### config.mk
export PLATFORM = sky130hd
export DESIGN_NAME = binary_decision_tree_classifier
export DESIGN_NICKNAME = d
export VERILOG_FILES = /design/src/design/bdtc_pkg.sv /design/src/design/bdtc_ctrl.sv /design/src/design/bdtc_datapath.sv /design/src/design/binary_decision_tree_classifier.sv
export VERILOG_INCLUDE_DIRS = /design/src /design/src/design
export SDC_FILE = /design/constraint.sdc
export NUM_CORES = 2
export LEC_CHECK = 0
export BUFFER_PORTS_ARGS = -buffer_cell sky130_fd_sc_hd__clkbuf_2
export CAP_MARGIN = 10
export CORE_MARGIN = 2
export CORE_UTILIZATION = 55
export CTS_CLUSTER_DIAMETER = 200
export CTS_CLUSTER_SIZE = 20
export DETAILED_ROUTE_END_ITERATION = 10
export PLACE_DENSITY_LB_ADDON = 0.05
export SYNTH_ARGS = -nofsm -noshare
export SYNTH_HDL_FRONTEND = slang
export SYNTH_SLANG_ARGS = --single-unit
export TNS_END_PERCENT = 30
### constraint.sdc
create_clock -name aclk -period 4.9 [get_ports aclk]
set_clock_uncertainty 0.05 [all_clocks]
set_input_delay 0.49 -clock aclk [delete_from_list [all_inputs] [get_ports aclk]]
set_output_delay 0.49 -clock aclk [all_outputs]
set_load 0.01 [all_outputs]
### src/design/binary_decision_tree_classifier_assert.svh
// assertion macros for the binary decision tree classifier
// expects aclk and aresetn in the scope where a macro is used
`ifndef BINARY_DECISION_TREE_CLASSIFIER_ASSERT_SVH
`define BINARY_DECISION_TREE_CLASSIFIER_ASSERT_SVH

`ifndef SYNTHESIS

// same-cycle implication, checked out of reset
`define BDTC_ASSERT_IMP(label, ante, cons) \
    label: assert property (@(posedge aclk) disable iff (!aresetn) (ante) |-> (cons)) \
        else $error("bdtc assertion failed");

// next-cycle implication, checked out of reset
`define BDTC_ASSERT_NXT(label, ante, cons) \
    label: assert property (@(posedge aclk) disable iff (!aresetn) (ante) |=> (cons)) \
        else $error("bdtc assertion failed");

`else

`define BDTC_ASSERT_IMP(label, ante, cons)
`define BDTC_ASSERT_NXT(label, ante, cons)

`endif

`endif

### src/design/bdtc_pkg.sv
// shared types and constants of the binary decision tree classifier
// no dependencies
`default_nettype none

package bdtc_pkg;

    // tree and example sizes
    localparam int MAX_NODES    = 63;
    localparam int NUM_FEATURES = 64;
    localparam int TABLE_DEPTH  = 64;
    localparam int IDX_W        = $clog2(TABLE_DEPTH);
    localparam int FEAT_W       = 64;
    localparam int STEP_W       = $clog2(MAX_NODES + 1);

    // features at or beyond NUM_FEATURES read as zero
    localparam logic [FEAT_W-1:0] FEAT_MASK =
        (NUM_FEATURES >= FEAT_W) ? {FEAT_W{1'b1}}
                                 : ((FEAT_W'(1) << NUM_FEATURES) - FEAT_W'(1));

    localparam logic [STEP_W-1:0] STEP_LIMIT = STEP_W'(MAX_NODES);
    localparam logic [IDX_W-1:0]  NODE_ROOT  = IDX_W'(1);

    // item modes
    localparam logic MODE_WRITE    = 1'b0;
    localparam logic MODE_CLASSIFY = 1'b1;

    typedef struct packed {
        logic              mode;
        logic [IDX_W-1:0]  node_index;
        logic              node_is_leaf;
        logic              node_class;
        logic [IDX_W-1:0]  node_feature;
        logic [IDX_W-1:0]  left_child;
        logic [IDX_W-1:0]  right_child;
        logic [FEAT_W-1:0] example_features;
    } in_beat_t;

    typedef struct packed {
        logic predicted_class;
        logic fault;
    } out_beat_t;

    // stored node entry (written flag kept apart)
    typedef struct packed {
        logic             leaf;
        logic             cls;
        logic [IDX_W-1:0] feature;
        logic [IDX_W-1:0] left;
        logic [IDX_W-1:0] right;
    } node_t;

    // controller to datapath
    typedef struct packed {
        logic write;
        logic start;
        logic step;
        logic finish;
    } cmd_t;

    // datapath to controller
    typedef struct packed {
        logic terminal;
        logic out_free;
    } status_t;

endpackage

`default_nettype wire

### src/design/bdtc_ctrl.sv
// controller of the binary decision tree classifier: idle / walk sequencing
// depends on bdtc_pkg
`default_nettype none

module bdtc_ctrl (
    input  wire logic             aclk,
    input  wire logic             aresetn,
    input  wire logic             s_valid,
    input  wire logic             s_mode,
    output logic                  s_ready,
    input  wire bdtc_pkg::status_t status,
    output bdtc_pkg::cmd_t        cmd
);
    import bdtc_pkg::*;

    typedef enum logic [1:0] {
        ST_IDLE = 2'b01,
        ST_WALK = 2'b10
    } state_t;

    state_t state_reg, state_next;

    // state register
    always_ff @(posedge aclk) begin
        if (!aresetn) begin
            state_reg <= ST_IDLE;
        end else begin
            state_reg <= state_next;
        end
    end

    // next state and commands
    always_comb begin
        state_next = state_reg;
        cmd        = '0;
        s_ready    = 1'b0;
        unique case (state_reg)
            ST_IDLE: begin
                s_ready = 1'b1;
                if (s_valid) begin
                    if (s_mode == MODE_CLASSIFY) begin
                        cmd.start  = 1'b1;
                        state_next = ST_WALK;
                    end else begin
                        cmd.write = 1'b1;
                    end
                end
            end
            ST_WALK: begin
                if (status.terminal) begin
                    // hold the finished walk until the result register is free
                    if (status.out_free) begin
                        cmd.finish = 1'b1;
                        state_next = ST_IDLE;
                    end
                end else begin
                    cmd.step = 1'b1;
                end
            end
            default: begin
                state_next = ST_IDLE;
            end
        endcase
    end

endmodule

`default_nettype wire

### src/design/bdtc_datapath.sv
// datapath of the binary decision tree classifier: node memory, walk
// registers and result register; depends on bdtc_pkg
`default_nettype none

module bdtc_datapath (
    input  wire logic               aclk,
    input  wire logic               aresetn,
    input  wire bdtc_pkg::in_beat_t s_payload,
    input  wire bdtc_pkg::cmd_t     cmd,
    output bdtc_pkg::status_t       status,
    output logic                    m_valid,
    input  wire logic               m_ready,
    output bdtc_pkg::out_beat_t     m_payload
);
    import bdtc_pkg::*;

    node_t               node_mem [TABLE_DEPTH];
    logic [TABLE_DEPTH-1:0] node_valid_reg;

    node_t               rd_node_reg;
    logic                rd_valid_reg;
    logic [FEAT_W-1:0]   feats_reg;
    logic [STEP_W-1:0]   steps_reg;
    logic                m_valid_reg;
    out_beat_t           result_reg;

    logic                rd_en;
    logic [IDX_W-1:0]    rd_addr;
    logic                feat_bit;
    logic [IDX_W-1:0]    next_node;
    node_t               wr_node;
    out_beat_t           result_next;

    // entry built from a write beat
    always_comb begin
        wr_node.leaf    = s_payload.node_is_leaf;
        wr_node.cls     = s_payload.node_class;
        wr_node.feature = s_payload.node_feature;
        wr_node.left    = s_payload.left_child;
        wr_node.right   = s_payload.right_child;
    end

    // branch on the tested feature bit
    assign feat_bit  = feats_reg[rd_node_reg.feature];
    assign next_node = feat_bit ? rd_node_reg.right : rd_node_reg.left;

    // read the root on start, the chosen child on each step
    assign rd_en   = cmd.start | cmd.step;
    assign rd_addr = cmd.start ? NODE_ROOT : next_node;

    // walk ends at an unwritten node, a leaf or the step limit
    assign status.terminal = !rd_valid_reg || rd_node_reg.leaf || (steps_reg >= STEP_LIMIT);
    assign status.out_free = !m_valid_reg || m_ready;

    always_comb begin
        result_next.fault           = !rd_valid_reg || !rd_node_reg.leaf;
        result_next.predicted_class = (rd_valid_reg && rd_node_reg.leaf) ? rd_node_reg.cls
                                                                           : 1'b0;
    end

    // node memory write port
    always_ff @(posedge aclk) begin
        if (cmd.write) begin
            node_mem[s_payload.node_index] <= wr_node;
        end
    end

    // node memory registered read port
    always_ff @(posedge aclk) begin
        if (rd_en) begin
            rd_node_reg <= node_mem[rd_addr];
        end
    end

    // written flags, cleared by reset
    always_ff @(posedge aclk) begin
        if (!aresetn) begin
            node_valid_reg <= '0;
            rd_valid_reg   <= 1'b0;
        end else begin
            if (cmd.write) begin
                node_valid_reg[s_payload.node_index] <= 1'b1;
            end
            if (rd_en) begin
                rd_valid_reg <= node_valid_reg[rd_addr];
            end
        end
    end

    // example and edge count of the walk in progress
    always_ff @(posedge aclk) begin
        if (cmd.start) begin
            feats_reg <= s_payload.example_features & FEAT_MASK;
            steps_reg <= '0;
        end else if (cmd.step) begin
            steps_reg <= steps_reg + STEP_W'(1);
        end
    end

    // result register
    always_ff @(posedge aclk) begin
        if (!aresetn) begin
            m_valid_reg <= 1'b0;
        end else if (cmd.finish) begin
            m_valid_reg <= 1'b1;
        end else if (m_ready) begin
            m_valid_reg <= 1'b0;
        end
    end

    always_ff @(posedge aclk) begin
        if (cmd.finish) begin
            result_reg <= result_next;
        end
    end

    assign m_valid   = m_valid_reg;
    assign m_payload = result_reg;

endmodule

`default_nettype wire

### src/design/binary_decision_tree_classifier.sv
// Binary decision tree classifier. A write beat (mode 0) stores one node in a
// 64-entry table. A classify beat (mode 1) walks the tree from node 1, one
// node per cycle through the registered read port of the node memory; no new
// beat is taken until the walk has ended and its result is registered. The
// result sits in an output register, so the next beat is accepted while it
// waits. A walk ending at an unwritten node or inner node at the step limit
// gives fault set and class 0. Written flags clear at reset; no clearing pass.
// Depends on bdtc_pkg, bdtc_ctrl, bdtc_datapath and the assertion header.
`default_nettype none
`include "binary_decision_tree_classifier_assert.svh"

module binary_decision_tree_classifier (
    input  wire logic                aclk,
    input  wire logic                aresetn,
    input  wire logic                s_valid,
    output logic                     s_ready,
    input  wire bdtc_pkg::in_beat_t  s_payload,
    output logic                     m_valid,
    input  wire logic                m_ready,
    output bdtc_pkg::out_beat_t      m_payload
);
    import bdtc_pkg::*;

    cmd_t    cmd;
    status_t status;

    // sequencing
    bdtc_ctrl u_ctrl (
        .aclk    (aclk),
        .aresetn (aresetn),
        .s_valid (s_valid),
        .s_mode  (s_payload.mode),
        .s_ready (s_ready),
        .status  (status),
        .cmd     (cmd)
    );

    // table, walk and result
    bdtc_datapath u_dp (
        .aclk      (aclk),
        .aresetn   (aresetn),
        .s_payload (s_payload),
        .cmd       (cmd),
        .status    (status),
        .m_valid   (m_valid),
        .m_ready   (m_ready),
        .m_payload (m_payload)
    );

    // a classify beat blocks the input while its walk runs
    `BDTC_ASSERT_NXT(a_walk_blocks_input, s_valid && s_ready && (s_payload.mode == MODE_CLASSIFY), !s_ready)
    // a waiting result is never overwritten
    `BDTC_ASSERT_IMP(a_no_result_overwrite, cmd.finish, !m_valid || m_ready)
    // a result appears only from a finished walk
    `BDTC_ASSERT_IMP(a_result_from_walk, $rose(m_valid), $past(cmd.finish))

endmodule

`default_nettype wire

==> impl_results.md <==
- Status: complete, no violations
- Switching Power: 0.0172 W
- Clock power frac: 17.2%
- Data arrival, critical path: between 5000 and 6000 ps
- Post-synth ARST share: 0%
- #FFs+latches synth: between 1000 and 1500
- Row cnt: about 120
- GR Overflow Total: 0
- Register area share after synthesis: 76.0%
- Worst-path fanout max: 22
- # IOs: 99
- Routed Antenna Nets: 0
- Largest register FFs: between 1000 and 1500
- Worst Setup End Kind: flip-flop
- Wire length per cell: 27.0 µm
- Worst path top cell family by delay: compound AO/OA/AOI/OAI gates
- Final instance area: slightly above 60000 µm²
- Leakage Power: 20.7 nW
- Initial antenna violation count: 8
- Final Hold Vio Count: 0
- CP max stage delay: ~680 ps
- Layout area overhead: 11.6%
- Tcrit/Tclk final: 97.9%
- Yosys Warn Count: 0
- Vias in the first global route: between 30000 and 40000
- Setup crit start: u_dp.rd_node_reg[14]$_DFFE_PP_
- Worst Path Buf+Inv: 2
- Core ar.: 100000 µm²
- Starting DRT DRC Count: 4280
- Worst Max-Slew Pin Slew: 1160 ps
- MaxCap Viol Count: 0
- Critical Path RT: 5280 ps
- Cells after Synth: 3893
- Initial Util: 55.6%
- Min-delay src: m_ready
- Total power: roughly 0.041 W
- Startpoint types: flip-flop
- Worst-path clk slew: 90 ps
- Final min period: 4800 ps
- CTS root buffer: clkbuf_16
- CTS tree: done
- Pwr dens: ~650 nW/µm²
- Port Buf Inserts: 98
- Reg2reg path depth: 12
- GRT Resource Usage Total: between 20% and 30%
- Die ar.: 104000 µm²
- Count of final max-slew check failures: 0
- Die extent in x: 323 µm
- Share of Yosys cell area claimed by the top area cell type: 73.4%
- Bufs on Longest Clock Path: 3
- Critical Path Stages: 12
- Worst rel slew slack: ~22%
- Min-delay worst type: primary input to flip-flop
- Syn Nets: 3989
- Routability congestion estimate: around 0.86
- Synth area leader: edfxtp_1
- R2r setup slk: 100 ps
- CP max-delay cell: a2111oi_1
- Crit-path cells: buf_4 -> mux4_2 -> mux2i_1 -> a22oi_1 -> a22oi_4 -> mux2_8 -> buf_4 -> mux2i_1 -> o22ai_1 -> a2111oi_1 -> o21ai_0 -> and3_1
- EDFF count, synth: between 1000 and 1500
- Pre-antenna DRT Iters: 6
- Worst-skew pair later-pin latency: about 680 ps
- Clock net sink count: 1440
- Syn Area/Cell: 14.4 µm²
- Switching portion of total power: 42.1%
- P_int: 0.0236 W
- Num CTS Buffers: 81
- Total negative slack: 0 ps
- Reg2reg end: u_dp.rd_node_reg[10]$_DFFE_PP_
- Share of power burned in registers: 34.0%
- H-Tree Depth: 3
- Final nets: 4240
- Final wirelength: 150 mm
- Fmax: 208 MHz
- Synth area leaders: edfxtp_1, nand2_1, nand3_1
- Critical R2R Launch: u_dp.rd_node_reg[14]$_DFFE_PP_
- Die Span Y: 323 µm
- First-pass GRT wire length: about 220 mm
- Largest net degree at the start of global routing: roughly 120
- DP HPWL: 88.7 mm
- Layout cells sized above 1: about 14%
- Vias: roughly 34000
- RSZ-0062 raised after global routing: yes
- Placed inst area: 59400 µm²
- Synthesized area: 55900 µm²
- Combinational power share: 48.9%
- CP endpoint: u_dp.rd_node_reg[10]$_DFFE_PP_
- Avg Vias per Cell: 6.11
- Main synth FF type: edfxtp_1
- Setup Crit Path Kind: flip-flop to flip-flop
- Final setup viols: 0
- VDD IR max: 1020 µV
- DRC: 0
- ANT cells: 0
- Synth cell types: 58
## synth_stat cells (all sizes together) (2+ instances only)
cell,n
a221oi,2
mux2i,152
a22oi,2
dfxtp,74
nor4b,3
nor2b,9
and3,22
o22ai,20
nand3,329
edfxtp,1366
or3b,2
nor3,3
buf,114
nand3b,3
nand4,23
mux2,5
nor4,21
inv,5
nor2,121
nor3b,2
clkbuf,126
and2,7
a21oi,108
xor2,3
o21ai,68
o21a,66
o221ai,2
a2111oi,46
o41ai,2
a32oi,80
a31oi,80
mux4,38
or4,2
or3,2
nand2,968
a311oi,2
nand2b,4
## metal layers
metal / vias to the layer above / part of all wire (%) / GRT usage [%]
li1: 15000 / - / -
met1: 17100 / 43 / 42.8
met2: 1490 / 45 / 44.1
met3: 185 / 8.8 / 5.15
met4: 8 / 2.9 / 8.87
met5: - / 0.041 / 0
## power groups by stage
| stage | combinational, W | clock (W) | sequential [W] |
|---|---|---|---|
| after floorplan | 0.0113 | 0 | 0.0141 |
| final | 0.0199 | 0.00700 | 0.0138 |
| after detailed placement | 0.0195 | 0 | 0.0141 |
| after global routing | 0.0212 | 0.00752 | 0.0139 |
| after CTS | 0.0197 | 0.00714 | 0.0138 |
| after global placement | 0.0193 | 0 | 0.0141 |
## layout make-up
cell class | instances | area [µm²]
multi-input combinational | 2208 | 12600
inverter | 5 | 18.8
clock buffer | 119 | 2300
timing repair buffer | 408 | 3320
clock inverter | 1 | 8.76
tap | 1357 | 1700
sequential | 1440 | 42500
fill | 7572 | 38000
## cells by family after synthesis
| logic type | share of synthesized area, % |
|---|---|
| flip-flops | 76.0 |
| multiplexers | 4.40 |
| AND/OR/NAND/NOR | 11.5 |
| AO/OA/AOI/OAI | 5.88 |
| adder cells (fa/ha/maj) | 0.0224 |
| XOR/XNOR | 0.0627 |
| buffers and inverters | 2.14 |
## worst min-delay path by stage
stage / end / slack, ps / cells past startpoint
after CTS: u_dp.m_valid$_SDFFE_PN0P_ / 50 / 3
after floorplan: u_dp.node_valid_reg[36]$_SDFFE_PN0P_ / 380 / 1
final: u_dp.m_valid$_SDFFE_PN0P_ / 90 / 3
after detailed placement: u_dp.node_valid_reg[44]$_SDFFE_PN0P_ / 400 / 1
after global routing: u_dp.m_valid$_SDFFE_PN0P_ / 100 / 3
after global placement: u_dp.node_valid_reg[36]$_SDFFE_PN0P_ / 390 / 1
## placed cells by master, fill, tap and decap left out, drive strengths merged, types with 7 or more instances in the layout
cell,n
edfxtp,1366
a31oi,80
dlygate4sd3,64
nor4,21
o21ai,68
a21oi,108
and3,22
buf,246
o21a,66
nor2b,9
mux4,38
o22ai,20
clkbuf,217
a32oi,80
nor2,121
mux2i,152
nand2,968
dfxtp,74
nand4,23
and2,7
a2111oi,46
nand3,329
## tightest hold or removal path: stages
cell and delay (ps):
clkbuf_2 100, nor2_1 80, o21a_1 120
## through the flow
stage / worst slack [ps] / std cells / hold WS (ps) / utilization [%]
3_5_place_dp: -391 / 5354 / 397 / 59.1
3_3_place_gp: -543 / 5354 / 390 / 59.1
5_1_grt: -21.8 / 5538 / 103 / 62.1
4_1_cts: -4.02 / 5538 / 53.0 / 62.1
6_report: 103 / 5538 / 85.4 / 62.1
2_1_floorplan: 959 / 3893 / 382 / -
## repair_timing
action	CTS	global route
setup buffers	0	0
setup endpoints to repair	13	14
resized for setup	23	20
endpoints found under the hold margin	64	0
hold buffers	64	0
Note: power is estimated with default switching activity, not from simulation.
